## config.mk

```make
export PLATFORM = sky130hd
export DESIGN_NAME = ccens_front
export DESIGN_NICKNAME = d
export VERILOG_FILES = /design/src/hw/rtl/ccens_pkg.sv /design/src/hw/rtl/ccens_front.sv
export SDC_FILE = /design/constraint.sdc
export NUM_CORES = 1
export LEC_CHECK = 0
export ABC_AREA = 0
export CAP_MARGIN = 5
export CORE_ASPECT_RATIO = 1.25
export CORE_MARGIN = 2
export CORE_UTILIZATION = 30
export CTS_CLUSTER_DIAMETER = 50
export DETAILED_ROUTE_END_ITERATION = 10
export DONT_BUFFER_PORTS = 1
export PLACE_DENSITY = 0.54
export REMOVE_ABC_BUFFERS = 1
export SLEW_MARGIN = 10
export SYNTH_ARGS = -nofsm -noshare
export SYNTH_HDL_FRONTEND = slang
export SYNTH_SLANG_ARGS = --single-unit
export TNS_END_PERCENT = 100
```

## constraint.sdc

```tcl
create_clock -name aclk -period 19 [get_ports aclk]
set_input_delay 1.9 -clock aclk [delete_from_list [all_inputs] [get_ports aclk]]
set_output_delay 1.9 -clock aclk [all_outputs]
set_load 0.02 [all_outputs]
```

## src/hw/rtl/ccens_pkg.sv

```systemverilog
// Shared constants, command type and kernel helper for the CENS post-processor.
`default_nettype none

package ccens_pkg;

    localparam int CHROMA_BINS_DEF = 12;
    localparam int SMOOTH_LEN_DEF  = 41;
    localparam int MAG_BITS_DEF    = 24;

    localparam int MAG_W       = 24;
    localparam int VALUE_W     = 16;
    localparam int BIN_W       = 4;
    localparam int KERN_W      = 17;
    localparam int QUANT_W     = 3;
    localparam int MAX_BINS    = 12;
    localparam int ROW_W       = MAX_BINS * QUANT_W;
    localparam int QUEUE_DEPTH = 2;

    localparam logic OP_PUSH  = 1'b0;
    localparam logic OP_FLUSH = 1'b1;

    localparam logic [63:0] PI_Q30  = 64'd3373259426;
    localparam logic [63:0] ONE_Q30 = 64'd1 << 30;

    // Full scale of a Q1.15 output value
    localparam logic [16:0] VALUE_MAX = 17'd32768;

    typedef struct packed {
        logic             is_flush;
        logic             smooth;
        logic [ROW_W-1:0] quant;
    } cmd_t;

    // Q30 sine by Taylor series, nested form; used for the kernel table only
    function automatic logic [63:0] sin_q30(input logic [63:0] x);
        logic [63:0] x2;
        logic [63:0] t;
        x2 = (x * x) >> 30;
        t  = ONE_Q30;
        t  = ONE_Q30 - ((x2 * t) >> 30) / 64'd156;
        t  = ONE_Q30 - ((x2 * t) >> 30) / 64'd110;
        t  = ONE_Q30 - ((x2 * t) >> 30) / 64'd72;
        t  = ONE_Q30 - ((x2 * t) >> 30) / 64'd42;
        t  = ONE_Q30 - ((x2 * t) >> 30) / 64'd20;
        t  = ONE_Q30 - ((x2 * t) >> 30) / 64'd6;
        return (x * t) >> 30;
    endfunction

endpackage

`default_nettype wire

```

## src/hw/rtl/ccens_front.sv

```systemverilog
// Front end: collects bins, sums the frame, quantizes and issues commands.
`default_nettype none

module ccens_front #(
    parameter int CHROMA_BINS = ccens_pkg::CHROMA_BINS_DEF,
    parameter int MAG_BITS    = ccens_pkg::MAG_BITS_DEF
) (
    input  wire logic                        aclk,
    input  wire logic                        aresetn,
    input  wire logic                        cfg_we,
    input  wire logic                        cfg_wdata,
    input  wire logic                        s_valid,
    output logic                             s_ready,
    input  wire logic                        s_op,
    input  wire logic [ccens_pkg::MAG_W-1:0] s_magnitude,
    input  wire logic                        q_full,
    output logic                             q_push,
    output ccens_pkg::cmd_t                  q_data
);
    import ccens_pkg::*;

    localparam int BIDX_W = $clog2(CHROMA_BINS);
    localparam int SUM_W  = MAG_BITS + $clog2(CHROMA_BINS);
    localparam int CMP_W  = MAG_BITS + 6;
    localparam logic [BIDX_W-1:0] LAST_BIN = BIDX_W'(CHROMA_BINS - 1);

    typedef enum logic [1:0] {FS_COLLECT, FS_QUANT, FS_ISSUE} fstate_t;

    fstate_t             state_reg;
    logic [BIDX_W-1:0]   bin_reg;
    logic [SUM_W-1:0]    sum_reg;
    logic [MAG_BITS-1:0] collect_reg [CHROMA_BINS];
    logic [ROW_W-1:0]    row_reg;
    logic                smooth_reg;

    logic                accept;
    logic [MAG_BITS-1:0] mag_in;
    logic [CMP_W-1:0]    v5, v10, v20, s1, s2;
    logic [QUANT_W-1:0]  quant_next;

    assign s_ready = (state_reg == FS_COLLECT) && !q_full;
    assign accept  = s_valid && s_ready;
    assign mag_in  = MAG_BITS'({8'd0, s_magnitude});

    assign q_push = ((state_reg == FS_ISSUE) && !q_full) || (accept && (s_op == OP_FLUSH));
    assign q_data = '{is_flush: (state_reg != FS_ISSUE), smooth: smooth_reg, quant: row_reg};

    // threshold tests without division: 5v>2s, 5v>s, 10v>s, 20v>s
    always_comb begin
        v5  = CMP_W'(collect_reg[bin_reg]) * CMP_W'(5);
        v10 = v5 << 1;
        v20 = v5 << 2;
        s1  = CMP_W'(sum_reg);
        s2  = s1 << 1;
        quant_next = QUANT_W'(v5 > s2) + QUANT_W'(v5 > s1) + QUANT_W'(v10 > s1)
                   + QUANT_W'(v20 > s1);
    end

    always_ff @(posedge aclk) begin
        if (!aresetn) begin
            state_reg  <= FS_COLLECT;
            bin_reg    <= '0;
            sum_reg    <= '0;
            smooth_reg <= 1'b1;
        end else begin
            if (cfg_we) begin
                smooth_reg <= cfg_wdata;
            end
            case (state_reg)
                FS_COLLECT: begin
                    if (accept) begin
                        if (s_op == OP_FLUSH) begin
                            bin_reg <= '0;
                            sum_reg <= '0;
                        end else begin
                            collect_reg[bin_reg] <= mag_in;
                            sum_reg <= sum_reg + SUM_W'(mag_in);
                            if (bin_reg == LAST_BIN) begin
                                bin_reg   <= '0;
                                state_reg <= FS_QUANT;
                            end else begin
                                bin_reg <= bin_reg + 1'b1;
                            end
                        end
                    end
                end
                FS_QUANT: begin
                    row_reg[bin_reg*QUANT_W +: QUANT_W] <= quant_next;
                    if (bin_reg == LAST_BIN) begin
                        bin_reg   <= '0;
                        state_reg <= FS_ISSUE;
                    end else begin
                        bin_reg <= bin_reg + 1'b1;
                    end
                end
                FS_ISSUE: begin
                    if (!q_full) begin
                        sum_reg   <= '0;
                        state_reg <= FS_COLLECT;
                    end
                end
                default: state_reg <= FS_COLLECT;
            endcase
        end
    end

endmodule

`default_nettype wire

```

==> metrics.md <==
| Metric | Value |
|---|---|
| Status | finished, final reports clean |
| RSZ-0062 raised after global routing | no |
| R2R setup slack | 10.19 ns |
| Clk Latency, worst-skew pair | about 0.55 ns |
| Critical Path Source Type | flip-flop |
| Final period utilization | between 40% and 50% |
| Routed vias/inst | 5.14 |
| Final Skew | 0.0247 ns |
| Final hold vios | 0 |
| Layout cells sized above 1 | 12.1% |
| Clk root buf | clkbuf_16 |
| NumNets Final | ~1,600 |
| Clk slew on worst S/H paths | 0.07 ns |
| Worst r2r path cells | 25 |
| HPWL Detailed | about 33 mm |
| Post-Route Setup TNS | 0 ns |
| Dpl cells | approximately 2,200 |
| Drt first-iter violations | 729 |
| Final WL | 47.8 mm |
| All-layer global routing usage | 14.7% |
| Antenna violations before repair | 0 |
| PwrDens | 95.3 nW/um^2 |
| Synth area leaders | edfxtp_1 52%, ha_1 12%, mux4_2 8.6%, dfxtp_1 4.2%, a21o_1 2.1% |
| Setup CP Type | flip-flop to flip-flop |
| Non-filler instance count after layout | ~2,200 |
| I/O pin total | 71 |
| Peak VDD IR | 0.0542 mV |
| H-tree depth | 2 |
| Max Cap Viol | 0 |
| Largest net degree at the start of global routing | 49 |
| Pre-Repair DR Iteration Count | 7 |
| Die area | 64,600 sq um |
| Routed Antenna Nets | 0 |
| Relative slew slack | 26.0% |
| Critical path arrival | about 9.1 ns |
| Final min period | 8.81 ns |
| Initial core utilization | a little under a third |
| Req. time, crit path | 19.31 ns |
| Type of the tightest min-delay check | flip-flop to flip-flop |
| Top_reg_cell synth | edfxtp_1 |
| Hold_buf cts | 0 |
| First-pass GRT wire length | 72.7 mm |
| Vias in the first global route | about 12,000 |
| Sequential element share of the synthesized area | a little under three fifths |
| CTS tree | done |
| CTS Buf Count | 37 |
| Worst Hold Endpoint | state_reg[0] |
| PnR Total Power | ~2000 uW |
| Most common cell on crit path | ha_1 |
| Grt ovf | 0 |
| ANT cells | 0 |
| CP top delay family | compound AO/OA/AOI/OAI gates |
| Post-synth ARST share | 0% |
| Worst-margin pin slew | about 1.1 ns |
| Post-synth top area cell | edfxtp_1 |
| CTS resizes | 0 |
| Finish-stage setup viols | 0 |
| Synthesized instance count | 1,367 |
| Worst R2R End | row_reg[4] |
| Yosys reg bits | 363 |
| Postcts setup bufs | 0 |
| CTS sink cnt | 363 |
| Library cells used by synthesis | 63 |
| Buf/Inv on CP | 2 |
| Fin. max-slew vios | 0 |
| Residual DRC | 0 |
| Die Height | 284 microns |
| Critical Path Slowest Stage Cell | dfxtp_4 |
| Die width | 228 microns |
| Area delta synth->final | 12.0% |
| Top-area cell type share of the netlist area | roughly half |
| Endpoint class of the critical path | flip-flop |
| Core Region | roughly 62,000 sq um |
| Worst-path maximum fanout | 40 |
| Min-delay src | state_reg[1] |
| Synth warn | 0 |
| Rows | 102 |
| WL per Instance | 21.3 microns |
| Max reg flops | 288 |
| Leakage power | 0.00727 uW |
| Max Clock Freq | ~110 MHz |
| Routed vias | 11,510 |
| FILL cells | between 6,000 and 7,000 |
| Mapped cell area | 18,800 sq um |
| Longest Clk Path Bufs | 3 |
| Post-synth EDFFs | 324 |
| Crit path largest cell delay | 0.77 ns |
| Hold depth | 1 |
| GPL Wtd Cong | just over 0.8 |
| IO Port Bufs | 0 |
| Syn Area/Cell | 13.7 sq um |
worst register-to-register path: stages, from the launching register on:
cell,delay (ns)
dfxtp_4,0.77
buf_4,0.80
mux4_2,0.63
mux2i_1,0.13
o21ai_0,0.34
ha_1,0.35
ha_1,0.22
fa_1,0.44
a211o_1,0.31
o211ai_1,0.12
a21oi_1,0.13
a31oi_1,0.35
o21ai_0,0.38
a41o_1,0.41
mux2i_1,0.17
nand4_1,0.27
ha_1,0.41
nand4_1,0.09
or4_1,0.52
o41ai_1,0.52
fa_1,0.49
inv_1,0.07
ha_1,0.14
ha_1,0.28
nand4_1,0.17
nor2_1,0.06
how the worst max path moves through the flow:
stage | start | end | cells after the start
floorplan | flip-flop | row_reg[4] | 25
finish | flip-flop | row_reg[4] | 25
global placement | flip-flop | row_reg[4] | 25
global route | flip-flop | row_reg[35] | 26
detailed placement | flip-flop | row_reg[4] | 25
CTS | flip-flop | row_reg[16] | 25
where the power goes:
group	switching (uW)	internal (uW)
registers	5.95	873
logic	227	173
clock network	312	412
per-stage QoR:
stage / hold WS [ns] / utilization, % / area, sq um / setup WS [ns]
floorplan: 0.485 / - / 18600 / 9.74
global placement: 0.523 / 32.0 / 19800 / 10.08
detailed placement: 0.537 / 32.0 / 19800 / 10.07
CTS: 0.547 / 34.0 / 21000 / 10.07
global route: 0.574 / 34.0 / 21000 / 9.47
finish: 0.547 / 34.0 / 21000 / 10.19
cell usage after synthesis, types with 28 or more instances:
cell type / count
nor2_1: 85
clkbuf_1: 31
a21o_1: 53
a21oi_1: 65
inv_1: 43
mux4_2: 72
dfxtp_1: 39
ha_1: 181
nand3_1: 31
o21ai_0: 55
mux2i_1: 28
nand2_1: 78
xnor2_1: 28
edfxtp_1: 324
final cells by class:
| class | count | area, sq um | share of cell area, % |
|---|---|---|---|
| inverter | 43 | 161 | 0.768 |
| clock buffer | 43 | 970 | 4.61 |
| tap | 832 | 1040 | 4.95 |
| clock inverter | 22 | 231 | 1.10 |
| sequential | 363 | 10500 | 50.0 |
| multi-input combinational | 916 | 7930 | 37.7 |
| timing repair buffer | 22 | 165 | 0.786 |
routing by layer:
metal	wire length (microns)	GRT usage, %
met2	24200	26.1
met4	1140	4.41
met1	20500	18.5
met5	0	0
met3	1910	1.95
cells by family after synthesis:
family	after synthesis	synth area share, %
flops	363	56.0
xor+xnor	41	1.91
mux	100	10.1
compound gates	280	9.67
buf+inv	88	1.83
simple gates	311	8.07
fa+ha+maj	184	12.4
cell usage in the layout (no fill, tap or decap), types with 35 or more instances in the layout:
| cell type | count |
|---|---|
| ha_1 | 181 |
| inv_1 | 43 |
| o21ai_0 | 55 |
| nor2_1 | 83 |
| edfxtp_1 | 324 |
| a21o_1 | 53 |
| mux4_2 | 72 |
| nand2_1 | 78 |
| dfxtp_1 | 35 |
| a21oi_1 | 65 |
| clkbuf_16 | 38 |
(Power assumes the default switching activity.)
