`src/hw/rtl/ccens_pkg.sv`:
```
// Shared constants, command type and kernel helper for the CENS post-processor.
`default_nettype none

package ccens_pkg;

    localparam int CHROMA_BINS_DEF = 12;
    localparam int SMOOTH_LEN_DEF  = 41;
    localparam int MAG_BITS_DEF    = 24;

    localparam int MAG_W       = 24;
    localparam int VALUE_W     = 16;
    localparam int BIN_W       = 4;
    localparam int KERN_W      = 17;
    localparam int QUANT_W     = 3;
    localparam int MAX_BINS    = 12;
    localparam int ROW_W       = MAX_BINS * QUANT_W;
    localparam int QUEUE_DEPTH = 2;

    localparam logic OP_PUSH  = 1'b0;
    localparam logic OP_FLUSH = 1'b1;

    localparam logic [63:0] PI_Q30  = 64'd3373259426;
    localparam logic [63:0] ONE_Q30 = 64'd1 << 30;

    // Full scale of a Q1.15 output value
    localparam logic [16:0] VALUE_MAX = 17'd32768;

    typedef struct packed {
        logic             is_flush;
        logic             smooth;
        logic [ROW_W-1:0] quant;
    } cmd_t;

    // Q30 sine by Taylor series, nested form; used for the kernel table only
    function automatic logic [63:0] sin_q30(input logic [63:0] x);
        logic [63:0] x2;
        logic [63:0] t;
        x2 = (x * x) >> 30;
        t  = ONE_Q30;
        t  = ONE_Q30 - ((x2 * t) >> 30) / 64'd156;
        t  = ONE_Q30 - ((x2 * t) >> 30) / 64'd110;
        t  = ONE_Q30 - ((x2 * t) >> 30) / 64'd72;
        t  = ONE_Q30 - ((x2 * t) >> 30) / 64'd42;
        t  = ONE_Q30 - ((x2 * t) >> 30) / 64'd20;
        t  = ONE_Q30 - ((x2 * t) >> 30) / 64'd6;
        return (x * t) >> 30;
    endfunction

endpackage

`default_nettype wire

```
`src/hw/rtl/ccens_queue.sv`:
```
// Small command FIFO between the front end and the back end.
`default_nettype none

module ccens_queue (
    input  wire logic            aclk,
    input  wire logic            aresetn,
    input  wire logic            push,
    input  ccens_pkg::cmd_t      push_data,
    output logic                 full,
    input  wire logic            pop,
    output ccens_pkg::cmd_t      pop_data,
    output logic                 not_empty
);
    import ccens_pkg::*;

    localparam int PTR_W = $clog2(QUEUE_DEPTH);
    localparam int CNT_W = $clog2(QUEUE_DEPTH + 1);
    localparam logic [PTR_W-1:0] LAST_PTR = PTR_W'(QUEUE_DEPTH - 1);

    cmd_t             entry_reg [QUEUE_DEPTH];
    logic [PTR_W-1:0] wr_ptr_reg, rd_ptr_reg;
    logic [CNT_W-1:0] count_reg;
    logic             do_push, do_pop;

    assign full      = (count_reg == CNT_W'(QUEUE_DEPTH));
    assign not_empty = (count_reg != '0);
    assign pop_data  = entry_reg[rd_ptr_reg];
    assign do_push   = push && !full;
    assign do_pop    = pop && not_empty;

    always_ff @(posedge aclk) begin
        if (!aresetn) begin
            wr_ptr_reg <= '0;
            rd_ptr_reg <= '0;
            count_reg  <= '0;
        end else begin
            if (do_push) begin
                entry_reg[wr_ptr_reg] <= push_data;
                wr_ptr_reg <= (wr_ptr_reg == LAST_PTR) ? '0 : wr_ptr_reg + 1'b1;
            end
            if (do_pop) begin
                rd_ptr_reg <= (rd_ptr_reg == LAST_PTR) ? '0 : rd_ptr_reg + 1'b1;
            end
            if (do_push && !do_pop) begin
                count_reg <= count_reg + 1'b1;
            end else if (do_pop && !do_push) begin
                count_reg <= count_reg - 1'b1;
            end
        end
    end

endmodule

`default_nettype wire

```
`config.mk`:
```
export PLATFORM = sky130hd
export DESIGN_NAME = ccens_queue
export DESIGN_NICKNAME = d
export VERILOG_FILES = /design/src/hw/rtl/ccens_pkg.sv /design/src/hw/rtl/ccens_queue.sv
export SDC_FILE = /design/constraint.sdc
export NUM_CORES = 1
export LEC_CHECK = 0
export BUFFER_PORTS_ARGS = -buffer_cell sky130_fd_sc_hd__buf_2
export CORE_MARGIN = 8
export CORE_UTILIZATION = 58
export CTS_BUF_LIST = sky130_fd_sc_hd__clkbuf_4
export DETAILED_ROUTE_END_ITERATION = 8
export GPL_TIMING_DRIVEN = 0
export PLACE_DENSITY = 0.91
export SLEW_MARGIN = 10
export SYNTH_ARGS = -nofsm -noshare
export SYNTH_HDL_FRONTEND = slang
export SYNTH_SLANG_ARGS = --single-unit
```
`constraint.sdc`:
```
create_clock -name aclk -period 11.9 [get_ports aclk]
set_input_delay 1.19 -clock aclk [delete_from_list [all_inputs] [get_ports aclk]]
set_output_delay 1.19 -clock aclk [all_outputs]
set_load 0.05 [all_outputs]
```
==> results of run 1 <==
## stage by stage
step / hold slack (ns) / instance area, sq um / instances / power, W / setup WS, ns
5_1_grt: 0.550 / 3670 / 314 / 0.000838 / 8.80
2_1_floorplan: 0.466 / 2970 / 143 / 0.000586 / 6.11
4_1_cts: 0.517 / 3670 / 314 / 0.000814 / 8.89
3_5_place_dp: 0.501 / 3530 / 300 / 0.000652 / 8.98
6_report: 0.522 / 3670 / 314 / 0.000805 / 8.94
3_3_place_gp: 0.477 / 3470 / 294 / 0.000644 / 4.11
## placed cells by master (no fill, tap or decap)
master / synthesis / final
o21ai_1: 1 / 1
edfxtp_1: 76 / 76
clkbuf_4: 0 / 9
dfxtp_1: 5 / 5
mux2_2: 38 / 38
xor2_1: 1 / 1
buf_4: 2 / 7
o21ai_0: 2 / 2
and3_2: 0 / 1
inv_1: 1 / 1
or2_2: 1 / 1
and2_1: 3 / 3
nor2b_2: 1 / 1
a21boi_1: 2 / 2
buf_12: 0 / 1
xnor2_1: 2 / 2
clkinv_2: 0 / 1
bufinv_16: 0 / 2
ha_1: 1 / 1
buf_2: 2 / 83
nor4b_2: 0 / 1
or3_1: 2 / 2
clkinv_1: 0 / 2
nor2_1: 1 / 1
## critical path: stages, from the launching register on
cell     delay (ns)
dfxtp_1        0.33
buf_2          0.24
buf_4          0.23
mux2_2         0.36
buf_2          0.21
## logic make-up (layout without fill, tap and decap cells)
logic type	count (synthesis)	in the layout	share of synthesized area, %
flops	81	81	80.1
mux	38	38	14.4
simple gates	10	10	2.19
compound gates	5	5	1.01
buf+inv	5	106	0.968
xor+xnor	3	3	0.884
fa+ha+maj	1	1	0.421
## worst max-delay path by stage
stage / endpoint / slack (ns) / cells past startpoint
finish: pop_data[4] / 8.94 / 4
global placement: entry_reg[0][12]$_DFFE_PP_ / 4.11 / 3
CTS: pop_data[4] / 8.89 / 4
detailed placement: entry_reg[0][10]$_DFFE_PP_ / 8.98 / 6
floorplan: entry_reg[0][0]$_DFFE_PP_ / 6.11 / 2
global route: pop_data[4] / 8.80 / 4
## power by group through the flow
stage | logic [W] | clock network, W | registers [W]
2_1_floorplan | 0.000231 | 0 | 0.000355
3_3_place_gp | 0.000287 | 0 | 0.000357
3_5_place_dp | 0.000296 | 0 | 0.000355
4_1_cts | 0.000297 | 0.000167 | 0.000349
5_1_grt | 0.000310 | 0.000176 | 0.000352
6_report | 0.000294 | 0.000163 | 0.000349
## per-layer routing
layer	track usage [%]	up-vias	part of all wire (%)
li1	-	753	-
met5	0	-	0
met4	8.13	0	2.3
met1	15.2	759	38
met2	25.1	53	53
met3	4.88	11	6.5
## area by class of cell
cell class | count | area [sq um]
Sequential cell | 81 | 2380
Fill cell | 320 | 1370
Multi-Input combinational cell | 57 | 569
Timing Repair Buffer | 87 | 463
Tap cell | 70 | 87.6
Clock inverter | 5 | 72.6
Clock buffer | 9 | 67.6
Buffer | 4 | 25.0
Inverter | 1 | 3.75
==> metrics.csv, run 1 <==
metric;value;unit
status;finished, final reports clean;
Internal;0.000512;W
total number of vias;1576;
top post-synthesis cells by area;edfxtp_1 77%, mux2_2 14%, dfxtp_1 3.4%;
Post-CTS Repair Setup Buffers;0;
Leakage;1.39;nW
initial antenna violation count;0;
Comb pwr share;36.5;%
Tightest Pin Transition;0.652;ns
WL/cell;16.7;um
maxcap violations;0;
layout cells sized above 1;59.4;%
Worst setup SP type;flop;
Seq cells post-synth;81;
Post-synth EDFFs;76;
Layout area overhead;23.5;%
H-tree Lvls;3;
Worst Hold Launch;wr_ptr_reg$_SDFFE_PN0P_;
Final Wtd Congestion;0.734;
CTS tree;done;
Final Max Tran Viols;0;
sw frac;36.5;%
fin nets;284;
Post-synth top cells;76 x edfxtp_1, 38 x mux2_2, 5 x dfxtp_1;
gr usage total;14.5;%
Min-Delay Endpoint;wr_ptr_reg$_SDFFE_PN0P_;
post-cts repair resize count;0;
Cell Area, Synth;2970;sq um
reg-to-reg slack, setup;9.83;ns
Seq/Total Area, Yosys;80.1;%
power per cell area;219;nW/um^2
clk_skew;0.00663;ns
CP arrival;1.77;ns
Max Freq;338;MHz
IO buf count;81;
Crit Path Max Fanout;10;
post-synth top area share;76.8;%
Vias per Instance;5.02;
clock sinks;81;
Die X;87.6;um
Worst-Skew Late Latency;0.39;ns
RR Startpoint;count_reg[0]$_SDFFE_PN0P_;
drt pass-1 iters;4;
Antenna Nets Post-Route;0;
Die H;87.6;um
worst IR drop on VDD;154;uV
count leader, synth;edfxtp_1;
vias in the first global route;1697;
DRT iter0 DRCs;72;
DRT Wirelength;5250;um
ant diodes;0;
Yosys top cell by area;edfxtp_1;
register share of total power;43.3;%
Clk pwr share;20.2;%
number of flip-flops under the largest register name;76;
FF-to-FF End;entry_reg[0][10]$_DFFE_PP_;
Syn Nets;186;
Synth async-reset ratio;0;%
CTS Buf Count;9;
Crit. End Element;output pin;
net switching power;0.000294;W
HP Class;reg -> reg;
r2r worst-path depth;5;
Root Driver;clkbuf_4;
cells after synthesis;143;
dpl hpwl;3880;um
WS Path Type;reg -> out;
initial core utilization;59.0;%
Hold Path Depth;2;
ys flop type;edfxtp_1;
Final TNS setup;0;ns
Slew headroom;56.4;%
fin crit share;24.9;%
DRC Markers;0;
final hold vios;0;
Critical Path RT;10.71;ns
core footprint;5040;sq um
unrepaired setup endpoints after global routing;false;
minimum clock period;2.96;ns
# hold bufs at CTS;0;
first-pass GRT wire length;8130;um
CTS Buffer Depth;2;
Syn Area/Cell;20.8;sq um
largest net degree at the start of global routing;26;
# IOs;82;
Yosys cell types;19;
Ys Warns;0;
grt total ovfl;0;
end-of-flow core utilization;72.8;%
final setup violation count;0;
Cell Rows;26;
die area;7670;sq um
clk slew on worst S/H paths;0.11;ns
Power figures use the tool's default switching activity.
==> run 2, diff against run 1 <==
--- a/config.mk
+++ b/config.mk
@@ -5,13 +5,14 @@
 export SDC_FILE = /design/constraint.sdc
 export NUM_CORES = 1
 export LEC_CHECK = 0
+export ABC_AREA = 1
 export BUFFER_PORTS_ARGS = -buffer_cell sky130_fd_sc_hd__buf_2
 export CORE_MARGIN = 8
-export CORE_UTILIZATION = 58
+export CORE_UTILIZATION = 54
 export CTS_BUF_LIST = sky130_fd_sc_hd__clkbuf_4
 export DETAILED_ROUTE_END_ITERATION = 8
 export GPL_TIMING_DRIVEN = 0
-export PLACE_DENSITY = 0.91
+export PLACE_DENSITY = 0.86
 export SLEW_MARGIN = 10
 export SYNTH_ARGS = -nofsm -noshare
 export SYNTH_HDL_FRONTEND = slang
==> constraint.sdc (replaced) <==
create_clock -name aclk -period 3 [get_ports aclk]
set_input_delay 0.3 -clock aclk [delete_from_list [all_inputs] [get_ports aclk]]
set_output_delay 0.3 -clock aclk [all_outputs]
set_load 0.05 [all_outputs]
==> run 2 against run 1 <==
  * Non-clock buffer count is 3 lower
  * Via count rose by 4.1%
  * Critical path depth did not move
  * Register-to-register slack lost 8.6 ns
  * Routed wire length grew 2.8%
  * Total power grew to 3.9 times the previous value
  * Clock power grew to 4.1 times the previous value
  * Count of clock-buffer cells in the layout grew 2
  * Synthesized cell count increased by 9.8%
  * Die area up 9.0%
  * Hold slack worse by 0.45 ns
  * First-iteration DRC count is 24% lower
  * Critical path type unchanged
  * Largest cell class unchanged
==> metrics.csv, run 2 <==
metric;value;unit;change
largest net degree at the start of global routing;24;;was 26
layout cells sized above 1;55.5;%;was 59.4%
drt pass-1 iters;4;;unchanged
total number of vias;1640;;was 1576
Post-Synth Simple-Gate Area;2.48;%;was 2.19%
Antenna Nets Post-Route;0;;unchanged
top post-synthesis cells by area;edfxtp_1 74%, mux2_4 9.8%, mux2_2 6.6%;;was edfxtp_1 77%, mux2_2 14%, dfxtp_1 3.4%
clock sinks;81;;unchanged
H-tree Lvls;3;;unchanged
worst slack, placed;1.18;ns;was 8.98 ns
fin crit share;64.5;%;
CP max stage delay;0.35;ns;was 0.36 ns
Crit Path Max Fanout;10;;unchanged
final setup violation count;0;;unchanged
Fin Hold WS;0.0724;ns;was 0.522 ns
DRC Markers;0;;unchanged
vias in the first global route;1819;;was 1697
Leakage;1.50;nW;was 1.39 nW
IO buf count;81;;unchanged
fin nets;295;;was 284
reg-to-reg slack, setup;1.20;ns;was 9.83 ns
Syn Area/Cell;19.6;sq um;was 20.8 sq um
Ys Warns;0;;unchanged
Final Wtd Congestion;0.665;;was 0.734
Critical Path Slowest Stage Cell;dfxtp_1;;was mux2_2
Worst-Skew Late Latency;0.41;ns;was 0.39 ns
Root Driver;clkbuf_4;;unchanged
XOR/XNOR share of the synthesized area;0;%;was 0.884%
WS Path Type;reg -> out;;unchanged
DRT Wirelength;5400;um;was 5250 um
cell mode on critical path;buf_6;;was buf_2
dpl hpwl;3970;um;was 3880 um
Synth Area in Compound Gates;0.895;%;was 1.01%
post-synthesis adder-cell area fraction;0.407;%;was 0.421%
Post-CTS Repair Setup Buffers;0;;unchanged
commonest non-fill, non-tap cell in the layout;buf_2;;unchanged
Yosys cell types;16;;was 19
Post-synth top cells;76 x edfxtp_1, 20 x mux2_4, 18 x mux2_2;;was 76 x edfxtp_1, 38 x mux2_2, 5 x dfxtp_1
Seq/Total Area, Yosys;77.5;%;was 80.1%
Cell Area, Synth;3070;sq um;was 2970 sq um
Layout area overhead;23.9;%;was 23.5%
ant diodes;0;;unchanged
commonest cells after routing, fill and taps aside;82 x buf_2, 76 x edfxtp_1, 20 x mux2_4;;was 83 x buf_2, 76 x edfxtp_1, 38 x mux2_2
DRT iter0 DRCs;55;;was 72
Min-Delay Endpoint;entry_reg[1][24]$_DFFE_PP_;;was wr_ptr_reg$_SDFFE_PN0P_
placed cells;313;;was 300
post-synth top area share;74.2;%;was 76.8%
Critical Path RT;2.70;ns;was 10.71 ns
worst IR drop on VDD;637;uV;was 154 uV
largest family of logic cells by synthesized area;multiplexers;;unchanged
gr usage total;13.4;%;was 14.5%
RR Startpoint;count_reg[1]$_SDFFE_PN0P_;;was count_reg[0]$_SDFFE_PN0P_
Worst Path Buf+Inv;3;;unchanged
unrepaired setup endpoints after global routing;false;;unchanged
core footprint;5510;sq um;was 5040 sq um
Cell Rows;27;;was 26
Crit. End Element;output pin;;unchanged
initial core utilization;55.8;%;was 59.0%
Worst Hold Launch;push_data[24];;was wr_ptr_reg$_SDFFE_PN0P_
Die X;91.5;um;was 87.6 um
clk slew on worst S/H paths;0.11;ns;about the same
end-of-flow core utilization;69.2;%;was 72.8%
clk_skew;0.0113;ns;was 0.00663 ns
Die H;91.5;um;was 87.6 um
Seq cells post-synth;81;;unchanged
family with the most delay on the worst path;buffers and inverters;;unchanged
Yosys top cell by area;edfxtp_1;;unchanged
count leader, synth;edfxtp_1;;unchanged
ys flop type;edfxtp_1;;unchanged
DP Area;3660;sq um;was 3530 sq um
r2r worst-path depth;6;;was 5
Vias per Instance;5.00;;was 5.02
# IOs;82;;unchanged
CTS Buffer Depth;2;;unchanged
post-route cell area;3810;sq um;was 3670 sq um
Post-synth EDFFs;76;;unchanged
final hold vios;0;;unchanged
HP Class;in -> reg;;was reg -> reg
# hold bufs at CTS;0;;unchanged
number of flip-flops under the largest register name;76;;unchanged
Syn Nets;200;;was 186
Final Max Tran Viols;0;;unchanged
final instance count without filler cells;328;;was 314
Fillers;366;;was 320
FF-to-FF End;entry_reg[0][7]$_DFFE_PP_;;was entry_reg[0][10]$_DFFE_PP_
Slew headroom;63.5;%;was 56.4%
multi-input logic area;638;sq um;was 569 sq um
first-pass GRT wire length;8600;um;was 8130 um
post-cts repair resize count;0;;unchanged
maxcap violations;0;;unchanged
WL/cell;16.5;um;was 16.7 um
Worst Slack Setup Final;1.07;ns;was 8.94 ns
Synth async-reset ratio;0;%;unchanged
Tightest Pin Transition;0.546;ns;was 0.652 ns
CP arrival;1.63;ns;was 1.77 ns
initial antenna violation count;0;;unchanged
grt total ovfl;0;;unchanged
sequential cell area;2380;sq um;unchanged
die area;8360;sq um;was 7670 sq um
CTS Buf Count;9;;unchanged
CTS tree;done;;unchanged
Worst setup SP type;flop;;unchanged
CP Cell Sequence;buf_6 -> buf_6 -> mux2_4 -> buf_2;;was buf_2 -> buf_4 -> mux2_2 -> buf_2
status;finished, final reports clean;;unchanged
mux contribution to synthesized area;16.4;%;was 14.4%
Max Freq;517;MHz;
cells after synthesis;157;;was 143
Hold Path Depth;1;;was 2
minimum clock period;1.93;ns;
power per cell area;831;nW/um^2;was 219 nW/um^2
==> run 2: cell count changes after synthesis, moves of 6 or more <==
cell | before | now
inv_1 | 1 | 9
nand2_1 | 0 | 9
mux2_4 | 0 | 20
nor2_1 | 1 | 7
mux2_2 | 38 | 18
==> run 2: report_power, final <==
part           leakage (nW)  switching (W)  internal (W)
logic                 0.681       0.000759      0.000349
registers             0.737      0.0000336       0.00135
clock network        0.0844       0.000325      0.000349
==> run 2: per-stage QoR <==
step	setup TNS, ns	power [W]
2_1_floorplan	0	0.00227
3_3_place_gp	-28.48	0.00247
3_5_place_dp	0	0.00253
4_1_cts	0	0.00320
5_1_grt	0	0.00329
6_report	0	0.00317
==> run 2: cell families after synthesis <==
logic type	Yosys count
DFF	81
muxes	38
and+or+nand+nor	19
buffers and inverters	13
AOI/OAI and AO/OA	5
adders and majority gates	1
==> run 2: final cells by class <==
type	count	area share [%]
tap	72	2.36
clock inverter	4	1.81
clock buffer	11	2.17
buffer	4	1.02
timing repair buffer	84	12.5
multi-input combinational	63	16.7
sequential	81	62.5
inverter	9	0.887
==> run 2: how the worst max path moves through the flow <==
stage | startpoint | to | slack [ns] | cells past startpoint
2_1_floorplan | count_reg[1]$_SDFFE_PN0P_ | entry_reg[0][0]$_DFFE_PP_ | 0.09 | 5
3_3_place_gp | count_reg[1]$_SDFFE_PN0P_ | entry_reg[0][6]$_DFFE_PP_ | -0.54 | 5
3_5_place_dp | count_reg[1]$_SDFFE_PN0P_ | entry_reg[0][13]$_DFFE_PP_ | 1.18 | 6
4_1_cts | flop | pop_data[15] | 1.02 | 4
5_1_grt | flop | pop_data[11] | 0.98 | 4
6_report | flop | pop_data[15] | 1.07 | 4
==> run 2: per-layer routing <==
metal,track usage [%],share of wire (%)
met3,5.51,6.7
met1,13.3,38
met2,23.4,54
met5,0,0
met4,6.96,1.5
==> run 3, diff against run 2 <==
==> constraint.sdc (replaced) <==
create_clock -name aclk -period 1.8 [get_ports aclk]
set_input_delay 0.18 -clock aclk [delete_from_list [all_inputs] [get_ports aclk]]
set_output_delay 0.18 -clock aclk [all_outputs]
set_load 0.05 [all_outputs]
==> run 3 against run 2 <==
  * Via count increased by 11%
  * Total power up 75%
  * Worst setup slack worse by 1.0 ns
  * Combinational power rose by 89%
  * Sequential cell count is the same
  * Die area is the same
  * Count of clock-buffer cells in the layout shrank 1
  * Core utilization is 10 points higher
  * Critical endpoint is now pop_data[0]
  * Largest power group unchanged
  * Highest routed layer unchanged
==> metrics.csv, run 3 (same netlist as run 2, synthesis figures left out) <==
metric;value;unit;change
Hold Path Depth;4;;was 1
initial core utilization;55.8;%;unchanged
# IOs;82;;unchanged
Die X;91.5;um;unchanged
CP max stage delay;0.36;ns;was 0.35 ns
Antenna Nets Post-Route;0;;unchanged
CP arrival;1.55;ns;was 1.63 ns
final instance count without filler cells;372;;was 328
Final Max Tran Viols;0;;unchanged
Min-Delay Endpoint;wr_ptr_reg$_SDFFE_PN0P_;;was entry_reg[1][24]$_DFFE_PP_
end-of-flow core utilization;79.2;%;was 69.2%
clk slew on worst S/H paths;0.12;ns;was 0.11 ns
Final Wtd Congestion;0.720;;was 0.665
IO buf count;81;;unchanged
FF-to-FF End;entry_reg[1][22]$_DFFE_PP_;;was entry_reg[0][7]$_DFFE_PP_
CP Cell Sequence;buf_8 -> buf_12 -> mux2_4 -> buf_4;;was buf_6 -> buf_6 -> mux2_4 -> buf_2
WL/cell;16.7;um;was 16.5 um
commonest cells after routing, fill and taps aside;76 x edfxtp_1, 61 x buf_2, 39 x dlygate4sd3_1;;was 82 x buf_2, 76 x edfxtp_1, 20 x mux2_4
WS Path Type;reg -> out;;unchanged
Layout area overhead;41.9;%;was 23.9%
Leakage;1.71;nW;was 1.50 nW
initial antenna violation count;0;;unchanged
DRT Wirelength;6230;um;was 5400 um
final setup violation count;0;;unchanged
Tightest Pin Transition;0.511;ns;was 0.546 ns
fin nets;338;;was 295
minimum clock period;1.73;ns;
grt total ovfl;0;;unchanged
maxcap violations;0;;unchanged
status;finished, final reports clean;;unchanged
register share of total power;41.8;%;was 43.7%
power per cell area;1270;nW/um^2;was 831 nW/um^2
Vias per Instance;4.90;;was 5.00
H-tree Lvls;3;;unchanged
HP Class;in -> reg;;unchanged
post-route cell area;4360;sq um;was 3810 sq um
worst slack, placed;-0.274;ns;was 1.18 ns
placed cells;312;;was 313
Critical Path RT;1.62;ns;was 2.70 ns
Slew headroom;65.8;%;was 63.5%
Comb pwr share;37.8;%;was 35.0%
Cell Rows;27;;unchanged
RR Startpoint;count_reg[1]$_SDFFE_PN0P_;;unchanged
Final TNS setup;0;ns;unchanged
die area;8360;sq um;unchanged
Crit. End Element;output pin;;unchanged
clock sinks;81;;unchanged
ant diodes;0;;unchanged
Root Driver;clkbuf_4;;unchanged
Max Freq;577;MHz;
dpl hpwl;3980;um;was 3970 um
Fillers;308;;was 366
CTS Buf Count;9;;unchanged
Worst Slack Setup Final;0.0678;ns;was 1.07 ns
largest net degree at the start of global routing;20;;was 24
DRC Markers;0;;unchanged
drt pass-1 iters;4;;unchanged
reg-to-reg slack, setup;0.29;ns;was 1.20 ns
Internal;0.00361;W;was 0.00205 W
Worst setup SP type;flop;;unchanged
total number of vias;1821;;was 1640
commonest non-fill, non-tap cell in the layout;edfxtp_1;;was buf_2
unrepaired setup endpoints after global routing;false;;unchanged
r2r worst-path depth;4;;was 6
number of flip-flops under the largest register name;76;;unchanged
vias in the first global route;2004;;was 1819
DP Area;3660;sq um;about the same
Die H;91.5;um;unchanged
net switching power;0.00195;W;was 0.00112 W
Critical Path Slowest Stage Cell;dfxtp_2;;was dfxtp_1
worst IR drop on VDD;936;uV;was 637 uV
DRT iter0 DRCs;68;;was 55
gr usage total;15.5;%;was 13.4%
Worst Hold Launch;push;;was push_data[24]
Clk pwr share;20.4;%;was 21.3%
layout cells sized above 1;50.7;%;was 55.5%
sw frac;35.0;%;was 35.3%
clk_skew;0.00709;ns;was 0.0113 ns
core footprint;5510;sq um;unchanged
CTS Buffer Depth;2;;unchanged
fin crit share;96.2;%;
Worst-Skew Late Latency;0.39;ns;was 0.41 ns
Crit Path Max Fanout;10;;unchanged
first-pass GRT wire length;9960;um;was 8600 um
CTS tree;done;;unchanged
final hold vios;0;;unchanged
[run 3: cell types whose count changed in the layout (fill, tap and decap cells not counted), sizes merged]
cell,delta
buf,+2
clkinvlp,+2
dlygate4sd3,+39
nor2,+1
[run 3: worst max-delay path, delay by kind of cell, from the launching register on]
kind	cells	cell delay, ns
DFF	1	0.36
muxes	1	0.31
buffers and inverters	3	0.48
[run 3: repair_timing]
item                                   in CTS  in global routing
hold buffers                               39                  0
endpoints found under the hold margin      77                  0
buffers inserted                            0                  4
resized for setup                          25                  3
gates cloned                                1                  0
setup endpoints to repair                  61                 68
pin swaps                                   1                  2
[run 3: layer usage]
| metal | vias to the layer above | share of wire (%) | GRT usage, % |
|---|---|---|---|
| met2 | 57 | 55 | 28.0 |
| met5 | - | 0 | 0 |
| met3 | 13 | 5.4 | 4.53 |
| met4 | 0 | 1.9 | 7.78 |
| li1 | 880 | - | - |
| met1 | 871 | 38 | 15.7 |
[run 3: how the worst max path moves through the flow]
stage | startpoint | end | slack, ns | depth (start not counted)
4_1_cts | flop | pop_data[26] | -0.007 | 3
5_1_grt | flop | pop_data[4] | 0.002 | 4
3_5_place_dp | count_reg[1]$_SDFFE_PN0P_ | entry_reg[0][15]$_DFFE_PP_ | -0.27 | 5
2_1_floorplan | count_reg[1]$_SDFFE_PN0P_ | entry_reg[1][0]$_DFFE_PP_ | -0.06 | 3
3_3_place_gp | count_reg[1]$_SDFFE_PN0P_ | entry_reg[1][2]$_DFFE_PP_ | -0.53 | 3
6_report | flop | pop_data[0] | 0.07 | 4
[run 3: metrics by stage]
stage | hold slack (ns) | power, W
floorplan | 0.279 | 0.00382
global placement | 0.369 | 0.00416
detailed placement | 0.372 | 0.00422
CTS | 0.120 | 0.00551
global route | 0.121 | 0.00578
finish | 0.138 | 0.00555
[run 3: final cells by class]
type / count / area (sq um) / share of cell area (%)
Buffer: 4 / 62.6 / 1.43
Tap cell: 72 / 90.1 / 2.07
Clock inverter: 6 / 82.6 / 1.89
Multi-Input combinational cell: 64 / 663 / 15.2
Clock buffer: 10 / 75.1 / 1.72
Inverter: 9 / 33.8 / 0.775
Sequential cell: 81 / 2390 / 54.7
Timing Repair Buffer: 126 / 968 / 22.2
[run 3: power by group through the flow]
stage	registers (W)	logic (W)	clock network, W
6_report	0.00232	0.00210	0.00113
5_1_grt	0.00234	0.00221	0.00123
4_1_cts	0.00232	0.00202	0.00117
3_5_place_dp	0.00237	0.00185	0
3_3_place_gp	0.00235	0.00180	0
2_1_floorplan	0.00235	0.00147	0
